===== src/rtl/mssu_point_ram.sv =====
// Point store: one write port, one read port with registered read data.
// Depends on nothing; instantiated twice by the top level.
`timescale 1ns / 1ps
`default_nettype none

module mssu_point_ram #(
  parameter int DEPTH  = 16,
  parameter int ADDR_W = 4,
  parameter int WIDTH  = 63
) (
  input  logic              clk,
  input  logic              we,
  input  logic [ADDR_W-1:0] waddr,
  input  logic [WIDTH-1:0]  wdata,
  input  logic              re,
  input  logic [ADDR_W-1:0] raddr,
  output logic [WIDTH-1:0]  rdata
);

  logic [WIDTH-1:0] mem [DEPTH];

  // write port
  always_ff @(posedge clk) begin
    if (we) begin
      mem[waddr] <= wdata;
    end
  end

  // read port, data held until the next read
  always_ff @(posedge clk) begin
    if (re) begin
      rdata <= mem[raddr];
    end
  end

endmodule

`default_nettype wire


===== config.mk =====
export PLATFORM = sky130hd
export DESIGN_NAME = mssu_point_ram
export DESIGN_NICKNAME = d
export VERILOG_FILES = /design/src/rtl/mssu_point_ram.sv
export SDC_FILE = /design/constraint.sdc
export NUM_CORES = 1
export LEC_CHECK = 0
export BUFFER_PORTS_ARGS = -buffer_cell sky130_fd_sc_hd__clkbuf_2
export CELL_PAD_IN_SITES_DETAIL_PLACEMENT = 0
export CELL_PAD_IN_SITES_GLOBAL_PLACEMENT = 1
export CORE_MARGIN = 3
export CORE_UTILIZATION = 55
export DETAILED_ROUTE_END_ITERATION = 7
export GPL_TIMING_DRIVEN = 1
export PLACE_DENSITY_LB_ADDON = 0.3
export SLEW_MARGIN = 15
export SYNTH_ARGS = -nofsm -noshare
export SYNTH_HDL_FRONTEND = slang
export SYNTH_SLANG_ARGS = --single-unit

===== constraint.sdc =====
create_clock -name clk -period 10.13 [get_ports clk]
set_input_delay 0 -clock clk [delete_from_list [all_inputs] [get_ports clk]]
set_output_delay 0 -clock clk [all_outputs]
set_load 0.01 [all_outputs]

After elaboration in Yosys (flattened, before gate mapping)
Memory sizes are Yosys's and may differ from the RTL's. A register that Yosys moved wholly into a read port is not among the register bits.
Cells that the tools add are included.
Widths: inputs -> output; s select.
{"block": "word_totals", "n_memories": 1, "out_inout_bits": 63, "ram_bits": 1008, "word_cells": 3, "register_bits": 0}
{"name": "mem", "words": 16, "word_bits": 63, "rd": 1, "rd_clocked_by_memory_dff": 1, "write_ports": 1, "line": "20", "text": "logic [WIDTH-1:0] mem [DEPTH];"}
{"block": "op_classes", "mux": 2}
{"op": "$mux 1", "count": 2}

Longest topological paths before layout
{"block": "logic_depth", "depth_word": 2, "mapped_depth": 6, "mapped_depth_nobuf": 3}

Worst setup path before layout
OpenSTA, ideal clock, no wires.
{"block": "synth_timing", "path_type": "input to register", "from": "input port waddr[2]", "to": "memory mem[0][0] (enable)", "setup_time_ps": 562, "arrival_ps": 4796, "slack_ps": 4771, "stages": 2, "path_cell_list": "or3b_2 -> nor3_1"}
{"item": "start, declared", "line": "13", "text": "input logic [ADDR_W-1:0] waddr,"}
{"item": "end, declared", "line": "20"}
Straight into the memory's write port.

==> results.cfg <==
[outcome]
status = complete, no violations

[layout]
drive_above_1_share_pct = 30.0
instances_no_fill = 2903
layout_commonest_cell = edfxtp_1
fillers = 4594
seq_area_um2 = 32200
multi_input_area_um2 = 7130
layout.nets = 1952
area_delta_synth_final_pct = 14.5
mostFrequentLayoutCells = 1071 x edfxtp_1, 252 x mux4_2, 133 x clkbuf_2, 126 x a22oi_1, 104 x clkbuf_16

[global_routing]
grt_use_met2_pct = 35.5
use_met1_pct = 34.6
antenna_found_initial = 4
overflow = 0
grt_busiest_layer = met2
grt_pass1_vias = 19000
grt_pass1_wl_um = 125000
grt_max_degree = 143
met3_usage_pct = 4.38
grtUsageTotal_pct = 23.0

[sta]
worstMarginPinSlew_ns = 1.18
slew_violations = 0
fin_crit_ns = 2.08
relSlewSlack_pct = 21.3
hold_viol_final = 0
grt_setup_unrepaired = false
fin_skew_ns = 0.0156
timing.final.crit_share_pct = 20.6
finalSetupTns_ns = 0
timing.fmax_ghz = 0.480
setup_violations = 0

[power]
power.leakage_nw = 14.5
p_int_mw = 7.31
peakVddDrop_uv = 132
p_sw_share_pct = 20.4
power.density_nw_per_um2 = 202
p_sw_mw = 1.88
seqPwrFrac_pct = 54.7
combPwrFrac_pct = 4.8
clockPowerShare_pct = 40.6

[min_path]
min_path_type = in2reg
hold_end = mem[0][48]
hold-path-cell-count = 3
min_from = waddr[1]

[critical_path]
cp_max_fo = 64
path_buf_inv = 2
reg2reg_from = mem[7][40]
worst_ep_arrival_time_ns = 2.47
r2r_cells = 3
cp_slowest_stage_delay_ns = 0.88
required_ns = 10.52
r2r_setup_slack_ns = 8.62
path_cells = buf_8 > buf_4 > mux4_2 > a22oi_1 > nand2_1
critPathTopFamily = buffers and inverters
rr_endpoint = rdata[40]
critPathLaunchType = primary input
worst_path_max_delay_cell = buf_4
end_kind = register
crit_type = in2reg

[clock_network]
cts_buffer_depth = 3
insertion_delay_ns = 0.65
cts-htree-levels = 3
numCtsBuffers = 103
cts_sinks = 1071
cts_root_buffer = clkbuf_16
cts_resized = 0
cts_tree = yes
clk_pin_slew_ns = 0.07

[synth]
synth_seq_cells = 1071
syn-cell-area_um2 = 39600
ys_warn_count = 0
syn_nets = 1696
yosysSeqAreaShare_pct = 81.2
synth_cells = 1622
ys_types = 17
syn_area_per_cell_um2 = 24.4

[floorplanning]
core-area_um2 = 70600
rows = 97
dieArea_um2 = 75300
die_h_um = 274
chipWidth_um = 274
ioPinCount = 137
initial_utilization_pct = 56.1

[placed_design]
io_buffers = 136
dp_hpwl_um = 38800
routabilityCongestion = 0.698
dp_cells = 2649

[route]
wl_per_cell_um = 29.0
vias = 18100
drc = 0
totalWireLength_um = 84100
ant_nets = 0
drt_pass1_iterations = 5
drt_iter0_drc = 2111
via_per_inst = 6.25

[job]
cap_violations = 0
## repair_timing
action	4_1_cts	5_1_grt
hold buffers	64	0
endpoints found under the hold margin	1025	0
buffers inserted	0	0
## cell usage after synthesis (all sizes together)
cell type,number,area (um^2)
nand2b,2,12.5
clkbuf,43,161
nor2,13,48.8
buf,40,308
edfxtp,1071,32200
nand3b,2,15.0
nand3,1,5.00
or3b,1,8.76
nor3,4,20.0
nand2,64,240
nor2b,2,12.5
a22oi,126,946
and2,1,6.26
mux4,252,5680
## area by class of cell
class | instances | area share, %
Sequential cell | 1071 | 70.9
Multi-Input combinational cell | 468 | 15.7
Clock inverter | 68 | 1.39
Timing Repair Buffer | 234 | 3.58
Clock buffer | 120 | 5.87
Antenna cell | 2 | 0.0110
Tap cell | 940 | 2.59
## layer usage
| layer | up-vias | wire [um] | part of all wire, % |
|---|---|---|---|
| met5 | - | 27 | 0.032 |
| met4 | 4 | 1690 | 2.0 |
| met3 | 120 | 6710 | 8.0 |
| met2 | 793 | 40600 | 48 |
| met1 | 9694 | 35200 | 42 |
| li1 | 7520 | - | - |
## metrics by stage
stage / utilization, % / setup slack [ns] / instance area [um^2] / total power, mW / hold WS (ns)
4_1_cts: 64.2 / 8.00 / 45400 / 9.26 / 0.00303
3_3_place_gp: 58.7 / 7.37 / 41400 / 5.52 / 0.379
2_1_floorplan: - / 4.77 / 39600 / 5.36 / 0.0989
3_5_place_dp: 58.7 / 7.31 / 41400 / 5.54 / 0.400
6_report: 64.3 / 8.05 / 45400 / 9.19 / 0.0318
5_1_grt: 64.2 / 7.78 / 45400 / 9.48 / 0.0430
## tightest hold or removal path, delay by kind of cell
| family | cells | cell delay, ns |
|---|---|---|
| buf+inv | 2 | 0.41 |
| simple gates | 1 | 0.07 |
## sequential cells by signal, summed over array words and instances (netlist names)
signal,cells
mem,1008
rdata,63
## cells by family after synthesis
| family | share of synthesized area, % |
|---|---|
| flops | 81.2 |
| mux | 14.3 |
| compound gates | 2.39 |
| simple gates | 0.932 |
| buf+inv | 1.18 |
## how the worst max path moves through the flow
stage	slack (ns)	cells past startpoint	start	endpoint
final	8.05	5	raddr[0]	rdata[3]
after global routing	7.78	5	raddr[0]	rdata[3]
after CTS	8.00	5	raddr[0]	rdata[3]
after detailed placement	7.31	5	raddr[0]	rdata[3]
after global placement	7.37	5	raddr[0]	rdata[3]
after floorplan	4.77	2	waddr[2]	mem[0][0]
## power by group through the flow
| stage | Clock, mW | Combinational (mW) | Sequential (mW) |
|---|---|---|---|
| 2_1_floorplan | 0 | 0.238 | 5.12 |
| 3_3_place_gp | 0 | 0.412 | 5.11 |
| 3_5_place_dp | 0 | 0.421 | 5.12 |
| 4_1_cts | 3.79 | 0.445 | 5.03 |
| 5_1_grt | 3.97 | 0.474 | 5.03 |
| 6_report | 3.73 | 0.437 | 5.02 |
No activity file was read; power rests on OpenSTA's default activity.
