**config.mk**
```make
export PLATFORM = sky130hd
export DESIGN_NAME = mssu_maximin
export DESIGN_NICKNAME = d
export VERILOG_FILES = /design/src/rtl/mssu_pkg.sv /design/src/rtl/mssu_maximin.sv
export SDC_FILE = /design/constraint.sdc
export NUM_CORES = 1
export LEC_CHECK = 0
export ABC_CLOCK_PERIOD_IN_PS = 7950
export BUFFER_PORTS_ARGS = -buffer_cell sky130_fd_sc_hd__buf_4
export CAP_MARGIN = 25
export CELL_PAD_IN_SITES_DETAIL_PLACEMENT = 1
export CELL_PAD_IN_SITES_GLOBAL_PLACEMENT = 1
export CORE_ASPECT_RATIO = 0.5
export CORE_UTILIZATION = 48
export DETAILED_ROUTE_END_ITERATION = 6
export PLACE_DENSITY = 0.92
export RECOVER_POWER = 50
export SKIP_LAST_GASP = 1
export SLEW_MARGIN = 20
export SYNTH_ARGS = -nofsm -noshare
export SYNTH_HDL_FRONTEND = slang
export SYNTH_SLANG_ARGS = --single-unit
```
**constraint.sdc**
```tcl
create_clock -name clk -period 7.95 [get_ports clk]
set_input_delay 0.795 -clock clk [delete_from_list [all_inputs] [get_ports clk]]
set_output_delay 0.795 -clock clk [all_outputs]
set_load 0.01 [all_outputs]
```
**src/rtl/mssu_pkg.sv**
```systemverilog
// Shared types and constants for the maximin spawn point select unit.
// No dependencies; imported by the distance unit, the compare stages and the top level.
`timescale 1ns / 1ps
`default_nettype none

package mssu_pkg;

  // Fixed port widths
  localparam int CMD_W  = 2;
  localparam int POS_W  = 21;
  localparam int IDX_W  = 4;
  localparam int DIST_W = 46;

  // Command codes carried by the input beat
  typedef enum logic [CMD_W-1:0] {
    CMD_CLEAR    = 2'd0,
    CMD_ADD_CAND = 2'd1,
    CMD_ADD_OCC  = 2'd2,
    CMD_SELECT   = 2'd3
  } cmd_t;

  // Axis served by the shared squarer in a given cycle
  typedef enum logic [1:0] {
    PH_X = 2'd0,
    PH_Y = 2'd1,
    PH_Z = 2'd2
  } ph_t;

  // Sequencer states
  typedef enum logic [2:0] {
    ST_IDLE  = 3'd0,
    ST_PRIME = 3'd1,
    ST_RUN   = 3'd2,
    ST_DRAIN = 3'd3,
    ST_OUT   = 3'd4
  } state_t;

  // Travels with each pair through the distance and compare pipeline
  typedef struct packed {
    logic             occ_first;
    logic             occ_last;
    logic             cand_last;
    logic [IDX_W-1:0] cand_idx;
  } pair_tag_t;

endpackage

`default_nettype wire

```
**src/rtl/mssu_maximin.sv**
```systemverilog
// Maximin compare stages: running minimum per candidate, then running maximum.
// Depends on mssu_pkg (pair_tag_t, IDX_W).
`timescale 1ns / 1ps
`default_nettype none

module mssu_maximin #(
  parameter int DSW = 44
) (
  input  logic                           clk,
  input  logic                           rst,
  input  logic                           start,
  input  logic                           dist_valid,
  input  logic [DSW-1:0]                 dist_sq,
  input  mssu_pkg::pair_tag_t            tag,
  output logic                           found,
  output logic [mssu_pkg::IDX_W-1:0]     best_idx,
  output logic [DSW-1:0]                 best,
  output logic                           done
);
  import mssu_pkg::*;

  logic [DSW-1:0] mn;
  logic [DSW-1:0] mn_new;
  logic           mn_valid;
  pair_tag_t      mn_tag;

  // minimum over the occupied list; the first pair of a candidate seeds it
  assign mn_new = (tag.occ_first || (dist_sq < mn)) ? dist_sq : mn;

  always_ff @(posedge clk) begin
    if (rst) begin
      mn_valid <= 1'b0;
    end else begin
      mn_valid <= dist_valid && tag.occ_last;
    end
    if (dist_valid) begin
      mn     <= mn_new;
      mn_tag <= tag;
    end
  end

  // maximum over candidates; strict compare keeps the earliest on a tie
  always_ff @(posedge clk) begin
    if (rst) begin
      found <= 1'b0;
      done  <= 1'b0;
    end else begin
      done <= mn_valid && mn_tag.cand_last;
      if (start) begin
        found <= 1'b0;
      end else if (mn_valid && (!found || (mn > best))) begin
        found <= 1'b1;
      end
    end
    if (mn_valid && (!found || (mn > best))) begin
      best     <= mn;
      best_idx <= mn_tag.cand_idx;
    end
  end

endmodule

`default_nettype wire

```
Word level (Yosys, flattened, before mapping) --
Cells that the tools add are included.
Operators by class: add/sub/neg operators 0, $mul 0, divide/modulo/power cells 0, $lt $le $gt $ge 2, eq/ne operators 0, shifts and indexed selects 0, muxes and demuxes 0, bitwise operators 0, reduce and logical (&&, ||, !) cells 8
Operators with widths (count):
- 44-bit > comparator | 1
- 44-bit less-than comparator | 1
- 1-bit logical AND | 3
- 1-bit logical OR | 2
- 2-bit AND reduction | 1
- 2-bit OR reduction | 1
- 1-bit zero test | 1
Storage, ports and cells: register bits after elaboration 100, bits in latches 0, memory bits (writable) 0, ROM bits 0, input port bits 55, output and inout bits 50, memories 0

Longest topological paths before layout --
depth after elaboration 3, depth in mapped cells 7

Worst setup path after synthesis --
OpenSTA, ideal clock, no wires.
kind register to register, start point reg best[42], end point reg best[0], enable pin, data arrival time 4007 ps, required time 7468 ps, path slack 3461 ps, cell stages (with the launch flop) 7, buffers on the path 0, cells stage by stage edfxtp_1 -> inv_1 -> ha_1 -> nand4_1 -> nor4_2 -> a211oi_1 -> a31oi_1
On the way: cells in the longest elaborated chain, start to end 3
RTL lines:
- from (decl) | RTL line mssu_maximin.sv:17 | output logic [DSW-1:0] best,
- from (signal assigned) | RTL line mssu_maximin.sv:56 | best <= mn;
- 44-bit > comparator | RTL line mssu_maximin.sv:55 | if (mn_valid && (!found || (mn > best))) begin
- 1-bit logical OR | RTL line mssu_maximin.sv:55
- 1-bit logical AND | RTL line mssu_maximin.sv:55
Every way passes these cells. A chain may end at the register's enable or synchronous reset.

Worst setup path after layout --
start point reg mn[42], end point reg best[34], enable pin
On the way: cells in the longest elaborated chain, start to end 3
RTL lines:
- from (decl) | RTL line mssu_maximin.sv:22 | logic [DSW-1:0] mn;
- from (signal assigned) | RTL line mssu_maximin.sv:37 | mn <= mn_new;
- 44-bit > comparator | RTL line mssu_maximin.sv:55
- 1-bit logical OR | RTL line mssu_maximin.sv:55
- 1-bit logical AND | RTL line mssu_maximin.sv:55
Every way passes these cells.

==> impl_metrics.toml <==
[power]
peakVddDrop_uv = 105
pwr-share-comb = 0.123
p_leak_nw = 2.83
p_int_mw = 0.922
p_per_area_nw_per_um2 = 195
clockPowerShare = 0.363
power.switching_mw = 0.307
sequentialPowerShare = 0.513
p_sw_frac = 0.250

[logic_synthesis]
synth_nets = 559
ys_seq_elements = 100
synth_area_leaders = "edfxtp_1, ha_1, inv_1"
avgSynthCellArea_um2 = 12.5
synth_warnings = 0
syn-cell-area_um2 = 5210
synth_top_area_share = 0.559
synth.distinct_cells = 35
synth_top_cell_by_area = "edfxtp_1"
synthCells = 417
ys_seq_area_frac = 0.571

[global_routing]
track_usage = 0.250
grt_max_degree = 36
grt_pass1_wl_mm = 20.5
grt_pass1_vias = 3978
antenna_found_initial = 0
gr-total-overflow = 0

[timing]
worstMarginPinSlew_ps = 891
finalSetupTns_ps = 0
setup_viol_count_final = 0
fin_crit_ps = 3470
clock_skew_ps = 9.66
maxSlewViolCount = 0
hold_viol = 0
rsz0062_at_grt = "no"
relSlewSlack = 0.398
final.period_utilization = 0.437
max_freq_mhz = 288

[routing]
vias_per_cell = 5.38
wl_mm = 13.5
wl_per_cell_um = 19.8
dr.first_iter.drc_count = 135
first_pass_iters = 4
vias = 3656
antenna_left = 0
drc = 0

[clock_tree]
htree_levels = 3
cts_setup_buffers = 0
numCtsBuffers = 9
cts_tree = "yes"
cts_hold_buf = 0
clock_path_buffers = 2
post_cts_resized = 0
cts_root_buf = "clkbuf_16"
cts_sinks = 100
insertion_delay_ps = 350
clkTransAtPathRegs_ps = 70

[cells_and_area]
final_cell_mix = "edfxtp_1, inv_1, ha_1"
mostFrequentLayoutCell = "edfxtp_1"
final_area_um2 = 6310
diodes = 0
syn_to_final_growth_pct = 21.2
stdcell_count = 679
nets = 676
layout-drive-gt1-share = 0.141

[worst_setup_path]
cp.required_ps = 7930
worstReg2RegEnd = "best[34]$_DFFE_PP_"
cp.arrival_ps = 3460
path_max_fanout = 35
crit_path_start = "mn[42]$_DFFE_PP_"
cp-end-kind = "register"
crit_type = "register to register"
crit_end = "best[34]$_DFFE_PP_"
reg2regPathDepth = 7
start_kind = "register"
ff2ff_setup_slack_ps = 4480
crit-reg2reg-launch = "mn[42]$_DFFE_PP_"

[placed_design]
dp_cells = 663
place_congestion = 0.762
placed_cell_area_um2 = 6210
hpwl_mm = 10.1
io_buffers = 104

[die]
io_pins = 105
start_util = 0.502
die_area_um2 = 11300
chipWidth_um = 149
die_h_um = 75.7
core_region_area_um2 = 10400
num_rows = 26

[job]
drv_cap = 0

[run_status]
status = "finished clean"

[hold_path]
hp-class = "register to register"
[cell type report]
cell class	instances	area (µm²)
repair buffers	106	613
fillers	1111	4060
inverters	92	345
clock buffers	10	229
clock inverters	6	71.3
well taps	140	175
multi-input cells	225	1910
flip-flops and latches	100	2970
[power groups by stage]
stage	sequential, mW	combinational [mW]	clock (mW)
6_report	0.631	0.152	0.446
5_1_grt	0.633	0.171	0.468
4_1_cts	0.631	0.163	0.450
3_5_place_dp	0.642	0.157	0
3_3_place_gp	0.639	0.143	0
2_1_floorplan	0.639	0.0815	0
[per-stage QoR]
step / setup WS, ps / hold slack [ps] / power, mW / util
after floorplan: 3460 / 400 / 0.721 / -
after global placement: 4120 / 402 / 0.782 / 0.596
after detailed placement: 4410 / 419 / 0.799 / 0.598
after CTS: 4450 / 436 / 1.24 / 0.627
after global routing: 4270 / 439 / 1.27 / 0.609
final: 4480 / 433 / 1.23 / 0.609
[Yosys cell counts]
cell type   n
nand2b_1    2
a222oi_1    1
a31o_2      1
and2_1      1
nor3_1      5
o21a_1      2
a211oi_1    2
inv_1      92
a31oi_1     1
and4_1      2
dfxtp_1     3
nor4_2      1
nand3_1    10
o21ai_0     6
a21bo_2     1
nor2b_1     3
a21oi_2     2
o221ai_1    1
o41ai_1     2
a21boi_0    1
o211ai_1    1
a221o_1     3
nor4_1      2
and4b_1     1
a21oi_1    30
o21ai_1     1
nor2_1      8
o311ai_0    1
a2111oi_0   1
a21o_1      9
edfxtp_1   97
a221oi_1    1
ha_1       87
nand4_1    16
nand2_1    20
[logic make-up after synthesis]
logic type,synth area share
compound gates,0.0831
fa+ha+maj,0.209
buf+inv,0.0663
flops,0.571
simple gates,0.0711
[flip-flops by register name, summed over array words and instances (netlist names)]
| signal | cells |
|---|---|
| best | 44 |
| mn | 44 |
| mn_tag | 5 |
| best_idx | 4 |
| done | 1 |
| found | 1 |
| mn_valid | 1 |
[how the worst min path moves through the flow]
| stage | end | cells after the start | startpoint | slack, ps |
|---|---|---|---|---|
| global route | best_idx[2]$_DFFE_PP_ | 0 | mn_tag[2]$_DFFE_PP_ | 440 |
| CTS | best_idx[2]$_DFFE_PP_ | 0 | mn_tag[2]$_DFFE_PP_ | 440 |
| floorplan | best_idx[0]$_DFFE_PP_ | 0 | mn_tag[0]$_DFFE_PP_ | 400 |
| detailed placement | best_idx[2]$_DFFE_PP_ | 0 | mn_tag[2]$_DFFE_PP_ | 420 |
| finish | best_idx[2]$_DFFE_PP_ | 0 | mn_tag[2]$_DFFE_PP_ | 430 |
| global placement | best_idx[0]$_DFFE_PP_ | 0 | mn_tag[0]$_DFFE_PP_ | 400 |
[worst max-delay path, cell delays in order (launching register included)]
cell and delay, ps:
edfxtp_1 450, ha_1 360, nand4_1 160, nor4_2 460
and4b_1 350, o41ai_1 200, a31oi_4 550, buf_4 560
[routing by layer]
metal	wire (µm)	part of all wire	vias up	GRT usage
met2	7180	0.53	90	0.484
li1	-	-	1740	-
met4	260	0.019	0	0.0918
met1	5480	0.41	1804	0.279
met5	0	0	-	0
met3	531	0.039	22	0.0527
Power figures use the tool's default switching activity.
