**src/rtl/mssu_pkg.sv**
```systemverilog
// Shared types and constants for the maximin spawn point select unit.
// No dependencies; imported by the distance unit, the compare stages and the top level.
`timescale 1ns / 1ps
`default_nettype none

package mssu_pkg;

  // Fixed port widths
  localparam int CMD_W  = 2;
  localparam int POS_W  = 21;
  localparam int IDX_W  = 4;
  localparam int DIST_W = 46;

  // Command codes carried by the input beat
  typedef enum logic [CMD_W-1:0] {
    CMD_CLEAR    = 2'd0,
    CMD_ADD_CAND = 2'd1,
    CMD_ADD_OCC  = 2'd2,
    CMD_SELECT   = 2'd3
  } cmd_t;

  // Axis served by the shared squarer in a given cycle
  typedef enum logic [1:0] {
    PH_X = 2'd0,
    PH_Y = 2'd1,
    PH_Z = 2'd2
  } ph_t;

  // Sequencer states
  typedef enum logic [2:0] {
    ST_IDLE  = 3'd0,
    ST_PRIME = 3'd1,
    ST_RUN   = 3'd2,
    ST_DRAIN = 3'd3,
    ST_OUT   = 3'd4
  } state_t;

  // Travels with each pair through the distance and compare pipeline
  typedef struct packed {
    logic             occ_first;
    logic             occ_last;
    logic             cand_last;
    logic [IDX_W-1:0] cand_idx;
  } pair_tag_t;

endpackage

`default_nettype wire

```
**src/rtl/mssu_dist_unit.sv**
```systemverilog
// Squared distance unit: one shared squarer, one axis per cycle, then accumulate.
// Depends on mssu_pkg (ph_t, pair_tag_t).
`timescale 1ns / 1ps
`default_nettype none

module mssu_dist_unit #(
  parameter int COORD_BITS = 21
) (
  input  logic                        clk,
  input  logic                        rst,
  input  logic                        issue,
  input  mssu_pkg::ph_t               ph,
  input  logic [3*COORD_BITS-1:0]     cand_pt,
  input  logic [3*COORD_BITS-1:0]     occ_pt,
  input  mssu_pkg::pair_tag_t         tag_in,
  output logic                        dist_valid,
  output logic [2*COORD_BITS+1:0]     dist_sq,
  output mssu_pkg::pair_tag_t         tag_out
);
  import mssu_pkg::*;

  localparam int DW  = COORD_BITS + 1;
  localparam int SQW = 2 * COORD_BITS;
  localparam int DSW = 2 * COORD_BITS + 2;

  logic signed [COORD_BITS-1:0] a;
  logic signed [COORD_BITS-1:0] b;
  logic signed [DW-1:0]         diff;
  logic signed [2*DW-1:0]       prod;
  logic [SQW-1:0]               sq;
  logic                         sq_valid;
  ph_t                          sq_ph;
  pair_tag_t                    sq_tag;
  logic [DSW-1:0]               acc;
  logic [DSW-1:0]               acc_sum;

  // pick the axis for this cycle
  always_comb begin
    case (ph)
      PH_X: begin
        a = cand_pt[COORD_BITS-1:0];
        b = occ_pt[COORD_BITS-1:0];
      end
      PH_Y: begin
        a = cand_pt[2*COORD_BITS-1:COORD_BITS];
        b = occ_pt[2*COORD_BITS-1:COORD_BITS];
      end
      default: begin
        a = cand_pt[3*COORD_BITS-1:2*COORD_BITS];
        b = occ_pt[3*COORD_BITS-1:2*COORD_BITS];
      end
    endcase
  end

  // difference is exact in one extra bit; square is non-negative
  assign diff = DW'(a) - DW'(b);
  assign prod = diff * diff;

  // squarer output register
  always_ff @(posedge clk) begin
    if (rst) begin
      sq_valid <= 1'b0;
    end else begin
      sq_valid <= issue;
    end
    sq     <= prod[SQW-1:0];
    sq_ph  <= ph;
    sq_tag <= tag_in;
  end

  assign acc_sum = acc + DSW'(sq);

  // accumulate the three axes; the sum leaves on the Z term
  always_ff @(posedge clk) begin
    if (rst) begin
      dist_valid <= 1'b0;
    end else begin
      dist_valid <= sq_valid && (sq_ph == PH_Z);
    end
    if (sq_valid) begin
      case (sq_ph)
        PH_X:    acc     <= DSW'(sq);
        PH_Y:    acc     <= acc_sum;
        default: dist_sq <= acc_sum;
      endcase
    end
    tag_out <= sq_tag;
  end

endmodule

`default_nettype wire

```
**config.mk**
```make
export PLATFORM = sky130hd
export DESIGN_NAME = mssu_dist_unit
export DESIGN_NICKNAME = d
export VERILOG_FILES = /design/src/rtl/mssu_pkg.sv /design/src/rtl/mssu_dist_unit.sv
export SDC_FILE = /design/constraint.sdc
export NUM_CORES = 1
export LEC_CHECK = 0
export BUFFER_PORTS_ARGS = -buffer_cell sky130_fd_sc_hd__buf_2
export CAP_MARGIN = 15
export CELL_PAD_IN_SITES_DETAIL_PLACEMENT = 1
export CELL_PAD_IN_SITES_GLOBAL_PLACEMENT = 1
export CORE_ASPECT_RATIO = 1.1
export CORE_MARGIN = 10
export CORE_UTILIZATION = 49
export DETAILED_ROUTE_END_ITERATION = 16
export PLACE_DENSITY = 0.93
export SYNTH_ARGS = -nofsm -noshare
export SYNTH_HDL_FRONTEND = slang
export SYNTH_SLANG_ARGS = --single-unit
```
**constraint.sdc**
```tcl
create_clock -name clk -period 13.7 [get_ports clk]
set_clock_uncertainty 0.1 [all_clocks]
set_input_delay 2.055 -clock clk [delete_from_list [all_inputs] [get_ports clk]]
set_output_delay 2.055 -clock clk [all_outputs]
set_load 0.1 [all_outputs]
```
; Word level (Yosys, flattened, before mapping)
; Cells that the tools add are included.
; W data, S select, Z words.
[totals]
regBits = 148
input_bits = 138
out_inout_bits = 52
wordCells = 31
[op_classes]
n_addsub = 2
mul = 1
n_eq_ne = 3
mux = 3
bitwise_logic = 1
reduce_logical = 7
[ops]
columns = op, count
row1 = $pmux W44 S2, 1
row2 = $pmux W21 S2, 2
row3 = $add A44 B42 Y44, 1
row4 = $mul A22 B22 Y42, 1
row5 = $sub A21 B21 Y22, 1
row6 = $eq A2 B1 Y1 const B, 2
row7 = $logic_not A2 Y1, 2
row8 = $reduce_and A2 Y1, 2
row9 = $eq A2 B2 Y1 const B, 1
row10 = $reduce_bool A2 Y1, 1
row11 = $reduce_or A2 Y1, 1
row12 = $logic_and A1 B1 Y1, 1
row13 = $not A1 Y1, 1

; Logic depth before layout (Yosys ltp)
; Gate-level depths: netlist (run 1).
[depth]
depth_word = 4
depth_mapped = 42
mapped_depth_nobuf = 39

; Worst setup path after synthesis (run 1)
; OpenSTA, ideal clock, no wires.
[synth_path]
path_type = input to register
start = input ph[0]
end = register sq[33]
setup_time_ns = 0.121
arrival_ns = 10.939
required_ns = 13.479
slack_ns = 2.541
stages = 36
n_path_buf = 3
cell_sequence = clkbuf_1 -> buf_1 -> mux2i_1 -> o21ai_0 -> ha_1 -> fa_1 -> nor2b_1 -> o21a_1 -> o21ai_1 -> a21oi_2 -> a21o_1 -> a21o_2 -> a31oi_4 -> xnor2_2 -> buf_2 -> nand2_1 -> fa_1 -> fa_1 -> inv_1 -> fa_1 -> inv_1 -> fa_1 -> fa_1 -> inv_1 -> fa_1 -> fa_1 -> ha_1 -> and3_1 -> a211o_1 -> a21oi_1 -> a21oi_2 -> o2111ai_1 -> nand2_1 -> o21a_1 -> or2_2 -> xor2_1
[synth_via]
elab_chain_len = 4
elab_cells_between_ends = 6
classes_between = 1 x add/sub / 1 x mul / 1 x eq/ne / 2 x mux / 1 x reduce/logical
[synth_rtl]
columns = element, line_no
row1 = from (decl), mssu_dist_unit.sv:12  ; input mssu_pkg::ph_t ph,
row2 = $eq A2 B1 Y1 / $logic_not A2 Y1 (equally long branches), mssu_dist_unit.sv:39  ; case (ph)
row3 = $pmux W21 S2, mssu_dist_unit.sv:39
row4 = $sub A21 B21 Y22 *, mssu_dist_unit.sv:56  ; assign diff = DW'(a) - DW'(b);
row5 = $mul A22 B22 Y42 *, mssu_dist_unit.sv:57  ; assign prod = diff * diff;
row6 = named net prod[33], mssu_dist_unit.sv:29  ; logic signed [2*DW-1:0] prod;
row7 = to (signal assigned), mssu_dist_unit.sv:66  ; sq <= prod[SQW-1:0];
row8 = to (decl), mssu_dist_unit.sv:30  ; logic [SQW-1:0] sq;
; The timed path passes the listed nets; every way through them passes the cells marked *.
; A chain may end at the register's enable or synchronous reset.

; Worst setup path after layout (run 1)
[layout_path]
start = input ph[0]
end = register sq[40]
; Same word-level chain as after synthesis.

==> run_results.csv, run 1 <==
group,metric,value,unit
worst_setup_path,critical_path_class,"in2reg",
timing,rsz0062_at_grt,"no",
timing,finalHoldViolCount,0,
floorplanning,die_h,252.0,um
timing,fin_ws,1.189,ns
clocking,clockBufferDepth,2,
logic_synthesis,syn_inst,2475,
detailed_routing,dr.pass1.iters,7,
logic_synthesis,synth_top_area_share,0.3675,
timing,tightest_slew,1.047,ns
clocking,clkTransAtPathRegs,0.06,ns
worst_setup_path,cp.required,13.95,ns
clocking,cts_sinks,147,
status,status,"complete, no violations",
timing,setup_viol,0,
worst_setup_path,cp_slowest_stage_delay,0.82,ns
cells_and_area,drive_gt1_frac,0.1251,
clocking,cts_buffers,17,
floorplanning,die_w,230.9,um
clocking,cts_hold_buf,0,
global_route,grt_start_max_net_pins,48,
placement,place_congestion,0.9591,
cells_and_area,num-nets-final,3401,
run,cap_violations,0,
clocking,clock_latency,0.45,ns
detailed_routing,vias_per_cell,5.750,
logic_synthesis,synth_edf_count,88,
logic_synthesis,synth_common_cells,"511 x inv_1, 440 x fa_1, 235 x nand2_1",
global_route,grt_first_pass_wirelength,124.7,mm
floorplanning,die_area,0.05817,sq mm
timing,post-route-period-util,0.9132,
clocking,cts_resized,0,
placement,dp.cells,3251,
floorplanning,row_count,84,
detailed_routing,drt-initial-drc-count,1176,
logic_synthesis,yosysUniqueCellTypes,81,
timing,max_freq,0.07993,GHz
timing,final.min_clock_period,12.51,ns
cells_and_area,fillers,5560,
timing,slew_headroom,0.3019,
logic_synthesis,ys_ff_latch,147,
detailed_routing,ant_nets,0,
logic_synthesis,synth_area_leaders,"fa_1 37%, edfxtp_1 11%, ha_1 10%, inv_1 8.0%, dfxtp_1 4.9%",
min_path,hold_class,"reg2reg",
logic_synthesis,synth_seq_area_share,0.1595,
worst_setup_path,crit_top_cell,"fa_1",
floorplanning,core-area,0.04814,sq mm
logic_synthesis,async_reset_ff_frac,0,
clocking,cts_root_buffer,"clkbuf_16",
logic_synthesis,yosysMostFrequentCell,"inv_1",
detailed_routing,routed_wl,79.52,mm
placement,io_buffers,189,
cells_and_area,fin_cells,3284,
timing,hold-worst-slack,0.2266,ns
clocking,cts_tree,"built",
detailed_routing,via_count,18880,
global_route,grt_use_total,0.2768,
worst_setup_path,worstPathMaxFanout,30,
placement,pre_cts_ws,0.9469,ns
detailed_routing,drc,0,
floorplanning,boundaryPins,190,
worst_setup_path,cp.arrival,12.76,ns
worst_setup_path,crit_path_start_kind,"input port",
clocking,htree_levels,4,
logic_synthesis,ys.flop_type,"edfxtp_1",
global_route,antenna_found_initial,1,
global_route,overflow,0,
worst_setup_path,end_kind,"flop",
cells_and_area,syn2layout_area_growth,9.016,%
logic_synthesis,ys_warn_count,0,
timing,drv_slew,0,
logic_synthesis,syn-num-nets,3251,
detailed_routing,routedWlPerCell,24.21,um
global_route,first_global_vias,22660,
logic_synthesis,yosysTopAreaCell,"fa_1",
logic_synthesis,synth_area,0.02397,sq mm
placement,hpwl,65.32,mm
logic_synthesis,syn_avg_cell_area,9.683,sq um
clocking,postCtsSetupRepairBufs,0,
floorplanning,start_util,0.4979,
timing,final.setup.tns,0,ns
worst_setup_path,crit_slowest_cell,"fa_1",
[layout by cell type, fill, tap and decap left out, drive strengths merged, types with 20 or more instances in the layout]
cell      n
nand2   235
mux2     40
nand3    23
o21a     20
nor2    189
mux2i    44
o21ai    70
a21oi   116
dfxtp    59
buf     214
xnor2    77
inv     519
a21o     54
ha      198
edfxtp   88
fa      440
clkbuf   24
xor2     34
[flip-flops by register name, indices dropped and copies added, names as in the netlist]
signal	count
acc	44
dist_sq	44
sq	41
sq_tag	7
tag_out	7
sq_ph	2
dist_valid	1
sq_valid	1
[critical path: cells and delay by family]
kind	cells	cell delay [ns]
AO/OA/AOI/OAI	10	2.14
adder cells (fa/ha/maj)	9	4.71
buffers and inverters	8	2.13
multiplexers	1	0.24
AND/OR/NAND/NOR	6	1.46
[worst paths after layout]
path                   from          to  slack [ns]  cells after the start
setup / recovery      ph[0]      sq[40]        1.19                     34
hold / removal    sq_tag[5]  tag_out[5]        0.23                      0
setup reg to reg     acc[0]     acc[38]        9.83                     11
hold reg to reg   sq_tag[5]  tag_out[5]        0.23                      0
[metal layers]
| metal | part of all wire | wire length, um | global-route usage | up-vias |
|---|---|---|---|---|
| met3 | 0.059 | 4724 | 0.04097 | 341 |
| met1 | 0.34 | 27420 | 0.2884 | 9541 |
| met2 | 0.52 | 41710 | 0.5085 | 895 |
| met5 | 0 | 0 | 0 | - |
| li1 | - | - | - | 8106 |
| met4 | 0.071 | 5664 | 0.1850 | 0 |
[area by class of cell]
| class | instances | area, sq um | share of cell area |
|---|---|---|---|
| clock inverter | 8 | 77.57 | 0.002969 |
| clock buffer | 24 | 481.7 | 0.01844 |
| timing repair buffer | 214 | 1134 | 0.04339 |
| sequential | 147 | 3824 | 0.1464 |
| inverter | 518 | 1944 | 0.07442 |
| tap | 645 | 807.0 | 0.03089 |
| multi-input combinational | 1727 | 17860 | 0.6834 |
| antenna | 1 | 2.502 | 0.00009578 |
[stage by stage]
stage	util	instance area (sq um)
6_report	0.5428	26130
5_1_grt	0.5428	26130
4_1_cts	0.5427	26120
3_5_place_dp	0.5311	25560
3_3_place_gp	0.5311	25560
2_1_floorplan	-	23970
[logic make-up (layout without fill, tap and decap cells)]
| logic type | count (synthesis) | count (layout) | share of synthesized area |
|---|---|---|---|
| adder cells (fa/ha/maj) | 638 | 638 | 0.4709 |
| buffers and inverters | 601 | 764 | 0.09648 |
| AND/OR/NAND/NOR | 541 | 541 | 0.09669 |
| AO/OA/AOI/OAI | 353 | 353 | 0.09721 |
| flip-flops | 147 | 147 | 0.1595 |
| XOR/XNOR | 111 | 111 | 0.04198 |
| multiplexers | 84 | 84 | 0.03717 |
| other | 0 | 1 | 0 |
Power of run 1 is left out: the tool's default activity adds up to more than one toggle a clock period on the data nets, which glitch-free logic cannot reach.
==> run 2: changes to the inputs <==
ABC_AREA = 1   (was unset)
CORE_UTILIZATION = 48   (was 49)
PLACE_DENSITY = 0.94   (was 0.93)
==> run 2 against run 1 <==
Against the previous run: global-route usage increased by 4.1 points; utilization decreased by 1.1 points; synthesized area increased by 7.2%; hold slack improved by 0.0037 ns; via count increased by 24%.
==> run_results.csv, run 2 <==
group,metric,value,unit
clocking,cts_sinks,147,
cells_and_area,num-nets-final,4113,
cells_and_area,final_cell_mix,"714 x inv_1, 684 x nand2_1, 440 x fa_1",
clocking,clkTransAtPathRegs,0.07,ns
timing,final.setup.tns,0,ns
logic_synthesis,yosysMostFrequentCell,"inv_1",
clocking,clockBufferDepth,2,
worst_setup_path,cp.arrival,12.86,ns
detailed_routing,via_count,23420,
cells_and_area,syn2layout_area_growth,9.157,%
cells_and_area,reg_top3,"acc: 44 flops, dist_sq: 44 flops, sq: 41 flops",
worst_setup_path,crit_slowest_cell,"fa_1",
timing,post-route-period-util,0.9190,
global_route,antenna_found_initial,3,
logic_synthesis,yosysUniqueCellTypes,58,
cells_and_area,fin_area,0.02805,sq mm
run,cap_violations,0,
worst_setup_path,worstPathMaxFanout,24,
detailed_routing,vias_per_cell,5.815,
timing,finalHoldViolCount,0,
cells_and_area,final_common_cell,"inv_1",
logic_synthesis,synth_area_leaders,"fa_1 34%, inv_1 10%, edfxtp_1 10%, nand2_1 10%, ha_1 9.6%",
floorplanning,die_area,0.06321,sq mm
timing,max_freq,0.07943,GHz
global_route,first_global_vias,27540,
logic_synthesis,synth_seq_area_share,0.1488,
detailed_routing,routedWlPerCell,24.82,um
logic_synthesis,async_reset_ff_frac,0,
global_route,overflow,0,
logic_synthesis,synth_area,0.02570,sq mm
logic_synthesis,synth_common_cells,"716 x inv_1, 684 x nand2_1, 440 x fa_1",
logic_synthesis,synth_edf_count,88,
global_route,grt_start_max_net_pins,46,
floorplanning,die_h,262.7,um
worst_setup_path,end_kind,"flop",
detailed_routing,drc,0,
timing,rsz0062_at_grt,"no",
clocking,clock_latency,0.47,ns
logic_synthesis,yosys.area_share.xor_xnor,0.03028,
worst_setup_path,cp_slowest_stage_delay,0.97,ns
logic_synthesis,syn-num-nets,3935,
floorplanning,row_count,88,
timing,final.min_clock_period,12.59,ns
timing,tightest_slew,1.087,ns
worst_setup_path,critical_path_class,"in2reg",
global_route,grt_use_total,0.3182,
floorplanning,start_util,0.4873,
worst_setup_path,crit_path_start_kind,"input port",
clocking,postCtsSetupRepairBufs,0,
timing,drv_slew,0,
clocking,cts_buffers,17,
clocking,htree_levels,4,
placement,hpwl,82.28,mm
status,status,"complete, no violations",
worst_setup_path,cp.required,13.97,ns
placement,postPlaceCellArea,0.02742,sq mm
placement,place_congestion,0.9548,
logic_synthesis,synth_top_family_by_area,"adder cells",
detailed_routing,ant_nets,0,
clocking,cts_hold_buf,0,
timing,slew_headroom,0.2698,
floorplanning,die_w,240.6,um
logic_synthesis,synth_compound_area_frac,0.06825,
logic_synthesis,synthAdderAreaFrac,0.4391,
clocking,cts_resized,0,
placement,io_buffers,189,
cells_and_area,drive_gt1_frac,0.09284,
detailed_routing,drt-initial-drc-count,1696,
floorplanning,core-area,0.05274,sq mm
clocking,cts_root_buffer,"clkbuf_16",
detailed_routing,dr.pass1.iters,7,
logic_synthesis,syn_inst,3159,
floorplanning,boundaryPins,190,
logic_synthesis,ys.flop_type,"edfxtp_1",
logic_synthesis,synth_simple_gate_area_share,0.1953,
clocking,cts_tree,"built",
timing,setup_viol,0,
logic_synthesis,synth_top_area_share,0.3427,
logic_synthesis,ys_ff_latch,147,
logic_synthesis,yosysTopAreaCell,"fa_1",
logic_synthesis,syn_avg_cell_area,8.136,sq um
global_route,grt_first_pass_wirelength,152.8,mm
logic_synthesis,ys_warn_count,0,
min_path,hold_class,"reg2reg",
detailed_routing,routed_wl,99.96,mm
logic_synthesis,synth_mux_area_frac,0,
## run 2: changes by cell type in the layout (fill, tap and decap cells not counted), sizes merged, moves of 44 or more
cell   previous run  this run
inv             519       735
xnor2            77        19
mux2i            44         0
nand3            23       112
nand2           235       694
nor2            189       316
## run 2: layer usage
metal | GRT usage | share of wire | vias to the layer above
met2 | 0.5621 | 0.51 | 1248
met3 | 0.06454 | 0.071 | 630
met1 | 0.3143 | 0.33 | 11600
met5 | 0 | 0 | -
li1 | - | - | 9944
met4 | 0.2648 | 0.095 | 0
## run 2: cell families after synthesis
group	count (synthesis)
fa+ha+maj	638
xor+xnor	79
flops	147
compound gates	296
simple gates	1210
buf+inv	789
## run 2: final timing paths
check	startpoint	slack [ns]	depth (start not counted)	endpoint
worst max-delay path	ph[1]	1.11	36	sq[39]
worst min-delay path	sq_tag[0]	0.23	0	tag_out[0]
worst max register to register	sq[0]	10.19	12	dist_sq[24]
worst min register to register	sq_tag[0]	0.23	0	tag_out[0]
## run 2: cell type report
class,instances,area [sq um]
inverter,730,2743
sequential,147,3824
tap,675,844.6
clock inverter,15,201.4
clock buffer,17,425.4
timing repair buffer,218,1164
antenna,3,7.507
multi-input combinational,2223,18850
fill,6534,24690
## run 2: critical path, delay by kind of cell
| family | cells | cell delay [ns] |
|---|---|---|
| simple gates | 15 | 3.43 |
| fa+ha+maj | 9 | 4.90 |
| xor+xnor | 1 | 0.21 |
| compound gates | 3 | 0.53 |
| buf+inv | 8 | 1.68 |
## run 2: stage by stage
| stage | hold WS (ns) | instances | setup slack, ns | util |
|---|---|---|---|---|
| after detailed placement | 0.2150 | 3993 | 1.052 | 0.5199 |
| after floorplan | 0.2096 | 3159 | 3.650 | - |
| after CTS | 0.2327 | 4025 | 1.520 | 0.5318 |
| final | 0.2302 | 4028 | 1.110 | 0.5319 |
| after global placement | 0.2102 | 3993 | 1.765 | 0.5199 |
| after global routing | 0.2326 | 4027 | 0.8015 | 0.5319 |
Power of run 2 is left out for the same reason.
